**src/rtl/core/mtte_pkg.sv**
```systemverilog
package mtte_pkg;

  localparam int SLOTS_DEF = 16;

  localparam logic [2:0] REQ_REG    = 3'd0;
  localparam logic [2:0] REQ_ARM    = 3'd1;
  localparam logic [2:0] REQ_ADV    = 3'd2;
  localparam logic [2:0] REQ_FETCH  = 3'd3;
  localparam logic [2:0] REQ_LOOKUP = 3'd4;

  localparam logic [2:0] ST_OK      = 3'd0;
  localparam logic [2:0] ST_EXISTS  = 3'd1;
  localparam logic [2:0] ST_FULL    = 3'd2;
  localparam logic [2:0] ST_NONE    = 3'd3;
  localparam logic [2:0] ST_MISSING = 3'd4;

  typedef struct packed {
    logic [31:0] id;
    logic [31:0] remaining;
    logic [31:0] period;
    logic [63:0] expected;
    logic        tick_set;
  } entry_t;

  typedef struct packed {
    logic accept;
    logic rd;
    logic scan_end;
    logic chk;
    logic rld;
    logic div_start;
    logic div_fin;
    logic rwr;
    logic shr;
    logic shw;
    logic sh_end;
    logic emit;
  } cmd_t;

  typedef struct packed {
    logic scan_more;
    logic hit;
    logic is_fetch;
    logic periodic;
    logic need_div;
    logic sh_more;
    logic div_done;
    logic out_busy;
  } sts_t;

endpackage

```
**src/rtl/core/mtte_mod.sv**
```systemverilog
module mtte_mod (
  input  logic        clk,
  input  logic        rst,
  input  logic        start,
  input  logic [63:0] dividend,
  input  logic [31:0] divisor,
  output logic        done,
  output logic [31:0] remainder
);

  logic        busy;
  logic [5:0]  cnt;
  logic [63:0] dvd;
  logic [31:0] part;
  logic [31:0] dsr;
  logic [32:0] trial;

  // Restoring remainder, one dividend bit per cycle.
  assign trial = {part, dvd[63]};
  assign remainder = part;

  always_ff @(posedge clk) begin
    if (rst) begin
      busy <= 1'b0;
      done <= 1'b0;
      cnt  <= '0;
    end else begin
      done <= 1'b0;
      if (start) begin
        busy <= 1'b1;
        cnt  <= '0;
      end else if (busy) begin
        cnt <= cnt + 6'd1;
        if (cnt == 6'd63) begin
          busy <= 1'b0;
          done <= 1'b1;
        end
      end
    end
  end

  always_ff @(posedge clk) begin
    if (start) begin
      dvd  <= dividend;
      dsr  <= divisor;
      part <= '0;
    end else if (busy) begin
      dvd <= {dvd[62:0], 1'b0};
      if (trial >= {1'b0, dsr}) begin
        part <= 32'(trial - {1'b0, dsr});
      end else begin
        part <= trial[31:0];
      end
    end
  end

endmodule

```
**src/rtl/core/mtte_dp.sv**
```systemverilog
module mtte_dp import mtte_pkg::*; #(
  parameter int SLOTS = SLOTS_DEF,
  localparam int CW = $clog2(SLOTS + 1)
) (
  input  logic          clk,
  input  logic          rst,
  input  cmd_t          cmd,
  output sts_t          sts,
  input  logic [2:0]    req_type,
  input  logic [31:0]   timer_id,
  input  logic [31:0]   wait_ms,
  input  logic [31:0]   period_ms,
  input  logic [63:0]   now_tick,
  output logic          rsp_valid,
  input  logic          rsp_stall,
  output logic [2:0]    status,
  output logic [31:0]   fired_id,
  output logic [31:0]   remaining_ms,
  output logic [31:0]   entry_period,
  output logic [CW-1:0] live_count
);

  localparam int IW = (SLOTS > 1) ? $clog2(SLOTS) : 1;

  entry_t mem [SLOTS];
  entry_t rdata;
  entry_t wdata;
  logic            we;
  logic            re;
  logic [IW-1:0]   waddr;
  logic [IW-1:0]   raddr;

  logic [2:0]    req;
  logic [31:0]   rid;
  logic [31:0]   rwait;
  logic [31:0]   rper;
  logic [63:0]   rnow;
  logic [CW-1:0] idx;
  logic [CW-1:0] idx_p1;
  logic [CW-1:0] count;
  logic [CW-1:0] cursor;
  logic [63:0]   arm_start;
  logic [31:0]   min_val;
  logic [63:0]   diff;
  logic [31:0]   r_val;
  logic [2:0]    res_st;
  logic [31:0]   res_fid;
  logic [31:0]   res_rem;
  logic [31:0]   res_per;

  logic          req_known;
  logic          full;
  logic [31:0]   adv_rem;
  logic [31:0]   early;
  logic [32:0]   late_sum;
  logic [31:0]   rld_val;
  logic          div_done;
  logic [31:0]   div_rem;

  assign idx_p1    = idx + CW'(1);
  assign req_known = (req <= REQ_LOOKUP);
  assign full      = (count == CW'(SLOTS));
  assign adv_rem   = ({32'd0, rdata.remaining} <= diff) ? 32'd0 :
                     32'(rdata.remaining - diff[31:0]);

  // Reload for a periodic timer that has never fired, is early, or is less than a period late.
  assign early    = 32'(~diff[31:0] + 32'd1);
  assign late_sum = {1'b0, rdata.period} + {1'b0, early};
  always_comb begin
    if (!rdata.tick_set) begin
      rld_val = rdata.period;
    end else if (diff[63]) begin
      if ((diff[63:32] == '1) && (diff[31:0] != '0) && !late_sum[32]) begin
        rld_val = late_sum[31:0];
      end else begin
        rld_val = '1;
      end
    end else begin
      rld_val = 32'(rdata.period - diff[31:0]);
    end
  end

  always_comb begin
    sts           = '0;
    sts.scan_more = req_known && (idx < count);
    sts.is_fetch  = (req == REQ_FETCH);
    sts.periodic  = (rdata.period != '0);
    sts.need_div  = rdata.tick_set && !diff[63] &&
                    ((diff[63:32] != '0) || (diff[31:0] >= rdata.period));
    sts.sh_more   = (idx_p1 < count);
    sts.div_done  = div_done;
    sts.out_busy  = rsp_valid && rsp_stall;
    case (req)
      REQ_REG, REQ_LOOKUP: sts.hit = (rdata.id == rid);
      REQ_FETCH:           sts.hit = (rdata.remaining == '0);
      default:             sts.hit = 1'b0;
    endcase
  end

  // Memory port selection.
  always_comb begin
    we    = 1'b0;
    re    = cmd.rd || cmd.shr;
    raddr = cmd.shr ? idx_p1[IW-1:0] : idx[IW-1:0];
    waddr = idx[IW-1:0];
    wdata = rdata;
    if (cmd.scan_end && (req == REQ_REG) && !full) begin
      we    = 1'b1;
      waddr = count[IW-1:0];
      wdata = '{id: rid, remaining: rwait, period: rper, expected: '0, tick_set: 1'b0};
    end else if (cmd.chk && (req == REQ_ADV)) begin
      we              = 1'b1;
      wdata.remaining = adv_rem;
    end else if (cmd.rwr) begin
      we              = 1'b1;
      wdata.remaining = r_val;
      wdata.expected  = rnow + {32'd0, r_val};
      wdata.tick_set  = 1'b1;
    end else if (cmd.shw) begin
      we = 1'b1;
    end
  end

  always_ff @(posedge clk) begin
    if (we) begin
      mem[waddr] <= wdata;
    end
    if (re) begin
      rdata <= mem[raddr];
    end
  end

  mtte_mod u_mod (
    .clk       (clk),
    .rst       (rst),
    .start     (cmd.div_start),
    .dividend  (diff),
    .divisor   (rdata.period),
    .done      (div_done),
    .remainder (div_rem)
  );

  // Table control state.
  always_ff @(posedge clk) begin
    if (rst) begin
      count     <= '0;
      cursor    <= '0;
      arm_start <= '0;
      rsp_valid <= 1'b0;
    end else begin
      if (cmd.emit) begin
        rsp_valid <= 1'b1;
      end else if (!rsp_stall) begin
        rsp_valid <= 1'b0;
      end
      if (cmd.scan_end) begin
        case (req)
          REQ_REG: begin
            if (!full) begin
              count <= count + CW'(1);
            end
          end
          REQ_ARM: begin
            if (count != '0) begin
              arm_start <= rnow;
            end
          end
          REQ_ADV:   cursor <= '0;
          REQ_FETCH: begin
            if (count != '0) begin
              cursor <= count;
            end
          end
          default: ;
        endcase
      end
      if (cmd.chk && (req == REQ_FETCH) && sts.hit) begin
        cursor <= idx;
      end
      if (cmd.sh_end) begin
        count <= count - CW'(1);
      end
    end
  end

  // Request working registers and results.
  always_ff @(posedge clk) begin
    if (cmd.accept) begin
      req     <= req_type;
      rid     <= timer_id;
      rwait   <= wait_ms;
      rper    <= period_ms;
      rnow    <= now_tick;
      idx     <= (req_type == REQ_FETCH) ? cursor : '0;
      diff    <= now_tick - arm_start;
      min_val <= '1;
      res_st  <= ST_OK;
      res_fid <= '0;
      res_rem <= '0;
      res_per <= '0;
    end
    if (cmd.scan_end) begin
      case (req)
        REQ_REG: begin
          if (full) begin
            res_st <= ST_FULL;
          end
        end
        REQ_ARM: begin
          if (count == '0) begin
            res_st <= ST_MISSING;
          end else begin
            res_rem <= min_val;
          end
        end
        REQ_ADV: begin
          if (count == '0) begin
            res_st <= ST_MISSING;
          end
        end
        REQ_FETCH:  res_st <= (count == '0) ? ST_MISSING : ST_NONE;
        REQ_LOOKUP: res_st <= ST_MISSING;
        default: ;
      endcase
    end
    if (cmd.chk) begin
      if (sts.hit) begin
        case (req)
          REQ_REG: res_st <= ST_EXISTS;
          REQ_LOOKUP: begin
            res_fid <= rdata.id;
            res_rem <= rdata.remaining;
            res_per <= rdata.period;
          end
          REQ_FETCH: begin
            res_fid <= rdata.id;
            res_per <= rdata.period;
            diff    <= rnow - rdata.expected;
          end
          default: ;
        endcase
      end else begin
        idx <= idx + CW'(1);
      end
      if ((req == REQ_ARM) && (rdata.remaining < min_val)) begin
        min_val <= rdata.remaining;
      end
    end
    if (cmd.rld) begin
      r_val <= rld_val;
    end
    if (cmd.div_fin) begin
      r_val <= 32'(rdata.period - div_rem);
    end
    if (cmd.shw) begin
      idx <= idx_p1;
    end
    if (cmd.emit) begin
      status       <= res_st;
      fired_id     <= res_fid;
      remaining_ms <= res_rem;
      entry_period <= res_per;
      live_count   <= count;
    end
  end

endmodule

```
**src/rtl/core/mtte_ctrl.sv**
```systemverilog
module mtte_ctrl import mtte_pkg::*; (
  input  logic clk,
  input  logic rst,
  input  logic req_valid,
  output logic req_stall,
  input  sts_t sts,
  output cmd_t cmd
);

  typedef enum logic [8:0] {
    S_IDLE = 9'b000000001,
    S_RD   = 9'b000000010,
    S_CHK  = 9'b000000100,
    S_RLD  = 9'b000001000,
    S_DIV  = 9'b000010000,
    S_RWR  = 9'b000100000,
    S_SHR  = 9'b001000000,
    S_SHW  = 9'b010000000,
    S_DONE = 9'b100000000
  } state_t;

  state_t state;
  state_t state_next;

  assign req_stall = (state != S_IDLE);

  always_comb begin
    cmd        = '0;
    state_next = state;
    case (state)
      S_IDLE: begin
        if (req_valid) begin
          cmd.accept = 1'b1;
          state_next = S_RD;
        end
      end
      S_RD: begin
        if (sts.scan_more) begin
          cmd.rd     = 1'b1;
          state_next = S_CHK;
        end else begin
          cmd.scan_end = 1'b1;
          state_next   = S_DONE;
        end
      end
      S_CHK: begin
        cmd.chk = 1'b1;
        if (!sts.hit) begin
          state_next = S_RD;
        end else if (!sts.is_fetch) begin
          state_next = S_DONE;
        end else if (sts.periodic) begin
          state_next = S_RLD;
        end else begin
          state_next = S_SHR;
        end
      end
      S_RLD: begin
        if (sts.need_div) begin
          cmd.div_start = 1'b1;
          state_next    = S_DIV;
        end else begin
          cmd.rld    = 1'b1;
          state_next = S_RWR;
        end
      end
      S_DIV: begin
        if (sts.div_done) begin
          cmd.div_fin = 1'b1;
          state_next  = S_RWR;
        end
      end
      S_RWR: begin
        cmd.rwr    = 1'b1;
        state_next = S_DONE;
      end
      S_SHR: begin
        if (sts.sh_more) begin
          cmd.shr    = 1'b1;
          state_next = S_SHW;
        end else begin
          cmd.sh_end = 1'b1;
          state_next = S_DONE;
        end
      end
      S_SHW: begin
        cmd.shw    = 1'b1;
        state_next = S_SHR;
      end
      S_DONE: begin
        if (!sts.out_busy) begin
          cmd.emit   = 1'b1;
          state_next = S_IDLE;
        end
      end
      default: state_next = S_IDLE;
    endcase
  end

  always_ff @(posedge clk) begin
    if (rst) begin
      state <= S_IDLE;
    end else begin
      state <= state_next;
    end
  end

endmodule

```
**src/rtl/core/multi_timer_table_engine.sv**
```systemverilog
// Each request scans the live entries from the start (a fetch from its cursor) until a match
// or the end of the table. A one-shot fetch then moves each later entry up; a periodic fetch
// computes its reload, through the remainder unit when it is a period or more late.
// Throughput: one request at a time; the next request is taken once this one's result is
// registered, even while that result still waits to be taken.
// Reset (rst, synchronous, active high) empties the table, rewinds cursor and arm tick, and
// drops any pending result; table memory contents are not cleared.
module multi_timer_table_engine import mtte_pkg::*; #(
  parameter int SLOTS = SLOTS_DEF,
  localparam int CW = $clog2(SLOTS + 1)
) (
  input  logic          clk,
  input  logic          rst,
  input  logic          req_valid,
  output logic          req_stall,
  input  logic [2:0]    req_type,
  input  logic [31:0]   timer_id,
  input  logic [31:0]   wait_ms,
  input  logic [31:0]   period_ms,
  input  logic [63:0]   now_tick,
  output logic          rsp_valid,
  input  logic          rsp_stall,
  output logic [2:0]    status,
  output logic [31:0]   fired_id,
  output logic [31:0]   remaining_ms,
  output logic [31:0]   entry_period,
  output logic [CW-1:0] live_count
);

  // The controller sequences each request as a walk over the live entries; the
  // datapath owns the entry memory, the scan index, the table counters and the
  // result registers. They talk only through the command and status structs.
  cmd_t cmd;
  sts_t sts;

  mtte_ctrl u_ctrl (
    .clk       (clk),
    .rst       (rst),
    .req_valid (req_valid),
    .req_stall (req_stall),
    .sts       (sts),
    .cmd       (cmd)
  );

  // A request transfer latches all fields; the result transfer happens from a
  // separate output register so a finished result never blocks the next scan.
  mtte_dp #(.SLOTS(SLOTS)) u_dp (
    .clk          (clk),
    .rst          (rst),
    .cmd          (cmd),
    .sts          (sts),
    .req_type     (req_type),
    .timer_id     (timer_id),
    .wait_ms      (wait_ms),
    .period_ms    (period_ms),
    .now_tick     (now_tick),
    .rsp_valid    (rsp_valid),
    .rsp_stall    (rsp_stall),
    .status       (status),
    .fired_id     (fired_id),
    .remaining_ms (remaining_ms),
    .entry_period (entry_period),
    .live_count   (live_count)
  );

endmodule

```
**config.mk**
```make
export PLATFORM = sky130hd
export DESIGN_NAME = multi_timer_table_engine
export DESIGN_NICKNAME = d
export VERILOG_FILES = /design/src/rtl/core/mtte_pkg.sv /design/src/rtl/core/mtte_mod.sv /design/src/rtl/core/mtte_dp.sv /design/src/rtl/core/mtte_ctrl.sv /design/src/rtl/core/multi_timer_table_engine.sv
export SDC_FILE = /design/constraint.sdc
export NUM_CORES = 2
export LEC_CHECK = 0
export BUFFER_PORTS_ARGS = -buffer_cell sky130_fd_sc_hd__buf_2
export CORE_MARGIN = 2
export CORE_UTILIZATION = 41
export CTS_BUF_LIST = sky130_fd_sc_hd__clkbuf_2
export CTS_CLUSTER_DIAMETER = 150
export DETAILED_ROUTE_END_ITERATION = 10
export SLEW_MARGIN = 20
export SYNTH_ARGS = -nofsm -noshare
export SYNTH_HDL_FRONTEND = slang
export SYNTH_SLANG_ARGS = --single-unit
```
**constraint.sdc**
```tcl
create_clock -name clk -period 15.92 [get_ports clk]
set_input_delay 0.796 -clock clk [delete_from_list [all_inputs] [get_ports clk]]
set_output_delay 0.796 -clock clk [all_outputs]
set_load 0.01 [all_outputs]
```
==> impl_metrics.csv <==
group,metric,value,unit
worst_setup_path,reg2reg_depth,15,
place,detailedPlacementHpwl,297000,µm
detailed_routing,detail_route.wirelength,500000,µm
timing,maxSlewViolCount,0,
yosys,number_of_cells_produced_by_synthesis,13000,
worst_setup_path,path_cells,"ha_4 > ha_1 > a21boi_1 > o21a_1 > o21ai_1 > nand2b_1 > a211oi_4 > buf_4 > xnor2_4 > buf_4 > buf_4 > buf_4 > mux4_2 > mux2i_1 > a21oi_1",
yosys,yosys_register_bits,3456,
grt,overflow,0,
finish,commonest_cells_after_routing_fill_and_taps_aside,"3132 x sky130_fd_sc_hd__edfxtp_1, 2864 x sky130_fd_sc_hd__nand2_1, 1269 x sky130_fd_sc_hd__clkbuf_2",
detailed_routing,antenna_violating_nets_post_route,0,
yosys,synth.yosys.seq_area_share,64.8,%
floorplanning,floorplan.initialDensity,41.2,%
finish,layout.cells.most_common,"sky130_fd_sc_hd__edfxtp_1",
yosys,asyncSetResetFlopFracSynth,0,%
timing,rsz0062_at_grt,"no",
grt,groute.layer.met3.usage,4.52,%
worst_hold_path,min-delay-path-class,"input port to register",
power_and_ir_drop,share_seq_of_total_power,54.7,%
grt,global_route_wire_length_before_repair,724000,µm
worst_setup_path,worstPathMaxFanout,74,
grt,globalRouteMet1Util,35.0,%
timing,maxSlewHeadroom,20.9,%
finish,syn_to_final_growth,13.4,%
worst_setup_path,criticalPathCategory,"register to register",
power_and_ir_drop,power_leakage,0.0634,µW
worst_setup_path,timing.critical_path.to_type,"register",
worst_setup_path,crit_path_buf_inv_count,4,
cts,clk_pin_slew_worst_paths,0.11,ns
place,preCtsSetupSlack,8.85,ns
power_and_ir_drop,clockPowerShare,33.9,%
timing,min_hold_slack,0.343,ns
detailed_routing,detail_route.iter0.violations,13000,
yosys,synth-edff-count,3132,
yosys,yosys.area.top_type_share,60.7,%
grt,number_of_antenna_violations_at_the_first_check_in_global_routing,27,
status,outcome,"finished, final reports clean",
place,port-buffer-count,272,
floorplanning,io-pin-count,273,
timing,final.period_utilization,44.2,%
grt,grt_pass1_vias,108000,
yosys,synth.largest_area_cell,"sky130_fd_sc_hd__edfxtp_1",
yosys,yosysWarnings,0,
power_and_ir_drop,power.density,104,mW/mm²
worst_setup_path,crit_slowest_cell,"sky130_fd_sc_hd__dfxtp_4",
place,gp_congestion,0.943,
yosys,mappedNetlistArea,0.155,mm²
timing,final.setup.tns,0,ns
detailed_routing,detailedRoute.firstPassIterationCount,9,
floorplanning,design.die.area,0.383,mm²
grt,grt_busiest_layer,"met2",
cts,cts_made_buffers,859,
cts,postCtsSetupBuffers,0,
detailed_routing,post_drt_via_cell_ratio,5.66,
yosys,syn_avg_cell_area,11.9,µm²
cts,cts.root.buffer_cell,"sky130_fd_sc_hd__clkbuf_2",
timing,fmax,0.142,GHz
timing,finClkSkew,0.439,ns
detailed_routing,via_count,112000,
power_and_ir_drop,relative_contribution_of_combinational_cells_to_total_power,11.4,%
worst_setup_path,startpoint_type,"register",
grt,use_met2,39.8,%
worst_setup_path,worstPathRequired,17.86,ns
worst_setup_path,cp_common_cell,"sky130_fd_sc_hd__buf_4",
power_and_ir_drop,vdd_ir_drop_max,0.0000688,V
cts,clock_latency,2.31,ns
floorplanning,die_height,619,µm
timing,setup_viol,0,
worst_setup_path,arrival,8.97,ns
timing,finalHoldViolations,0,
power_and_ir_drop,power_switching,5240,µW
floorplanning,total_core_area,0.376,mm²
grt,grt.total_usage,25.4,%
yosys,ys.flop_type,"sky130_fd_sc_hd__edfxtp_1",
cts,ctsHtreeMaxLevel,6,
grt,grt_start_max_net_pins,169,
worst_setup_path,crit_cells,15,
timing,finalCriticalPeriod,7.03,ns
cts,post_cts_resize_count,0,
timing,final.setup.worst_slack,8.89,ns
detailed_routing,detail_route.drc_violations,0,
worst_setup_path,worst_path_largest_cell_delay,0.92,ns
power_and_ir_drop,p_int,13100,µW
cts,cts_hold_repair.buffers,519,
yosys,syn-num-nets,13500,
worst_hold_path,whs_path_depth,4,
power_and_ir_drop,power.share.switching,28.5,%
worst_setup_path,critical-path-top-delay-family,"buffers and inverters",
floorplanning,placement_rows,225,
flow_run,drv_cap,0,
yosys,count_of_different_cell_masters_after_synthesis,99,
cts,tritoncts,"yes",
finish,num-nets-final,14700,
cts,cts-root-to-sink-buffers,4,
timing,timing_worst_slew_pin_value,1.18,ns
finish,utilization,46.7,%
yosys,synth.area.top_cells,"sky130_fd_sc_hd__edfxtp_1 61%, sky130_fd_sc_hd__nand2_1 7.0%, sky130_fd_sc_hd__dfxtp_1 4.2%",
detailed_routing,drt-wirelength-per-cell,25.2,µm
cts,numClockSinks,3456,
finish,drive_above_1_share,15.2,%
floorplanning,die_width,619,µm
## state kept, by name (all words and copies together), names as in the netlist, 6 cells and up
register and count:
u_dp.u_mod.dvd 64, u_dp.fired_id 32, u_dp.u_mod.cnt 6, u_ctrl.state 9, u_dp.rid 32, u_dp.remaining_ms 32
u_dp.mem 2576, u_dp.rnow 64, u_dp.r_val 32, u_dp.arm_start 64, u_dp.rper 32, u_dp.entry_period 32
u_dp.rwait 32, u_dp.res_per 32, u_dp.diff 64, u_dp.min_val 32, u_dp.res_rem 32, u_dp.rdata 161
u_dp.u_mod.remainder 32, u_dp.u_mod.dsr 32, u_dp.res_fid 32
## Yosys cell counts (all sizes together), types with 27 or more instances
library cell	instances
a2111oi	53
a211oi	95
a21o	186
a21oi	653
a221oi	37
a311oi	123
a31oi	260
and3	241
buf	183
clkbuf	548
dfxtp	324
edfxtp	3132
ha	362
inv	340
mux2	63
mux2i	208
mux4	120
nand2	2873
nand2b	52
nand3	1015
nand4	95
nor2	405
nor2b	87
nor3	122
nor4	60
o211ai	32
o21a	30
o21ai	421
o21bai	38
o221a	33
o22ai	57
o31ai	27
or3	54
xnor2	223
xor2	158
## cells by family after synthesis
kind of cell             after synthesis  synth area share [%]
AO/OA/AOI/OAI                       2195                  9.07
buffers and inverters               1073                  2.79
flip-flops                          3456                  64.8
multiplexers                         391                  3.55
adder cells (fa/ha/maj)              371                  3.04
AND/OR/NAND/NOR                     5115                  14.6
XOR/XNOR                             381                  2.17
## layer usage
layer,part of all wire (%),wire length [µm]
met5,0.018,88
met4,4.0,20000
met3,8.8,44100
met2,45,227000
met1,42,209000
## tightest hold or removal path: cells and delay by family
family	cells	cell delay [ns]
buf+inv	4	1.67
## final timing paths
check                   start         endpoint  slack, ns
min reg2reg  u_dp.mem[8][123]  u_dp.rdata[123]       0.39
max reg2reg       u_dp.idx[1]   u_dp.rdata[37]       8.89
max               u_dp.idx[1]   u_dp.rdata[37]       8.89
min               timer_id[0]      u_dp.rid[0]       0.34
## cell type report
type	instances	area, µm²
clock buffers	1269	6350
well taps	4994	6250
diodes	29	72.6
flip-flops and latches	3456	101000
clock inverters	270	1800
inverters	342	1290
repair buffers	1060	8770
multi-input cells	8453	50700
fillers	34500	200000
## power by group through the flow
| stage | registers (µW) | logic, µW | clock network (µW) |
|---|---|---|---|
| 5_1_grt | 10000 | 2280 | 6820 |
| 2_1_floorplan | 10100 | 1450 | 0 |
| 3_3_place_gp | 10200 | 1950 | 0 |
| 3_5_place_dp | 10200 | 1950 | 0 |
| 6_report | 10000 | 2090 | 6230 |
| 4_1_cts | 10000 | 2060 | 6380 |
## per-stage QoR
step / total power [µW] / cells / area [µm²]
global placement: 12200 / 17800 / 162000
floorplan: 11600 / 13000 / 155000
finish: 18400 / 19900 / 176000
detailed placement: 12200 / 17800 / 162000
global route: 19200 / 19900 / 176000
CTS: 18500 / 19800 / 176000
No activity file was read; power rests on OpenSTA's default activity.
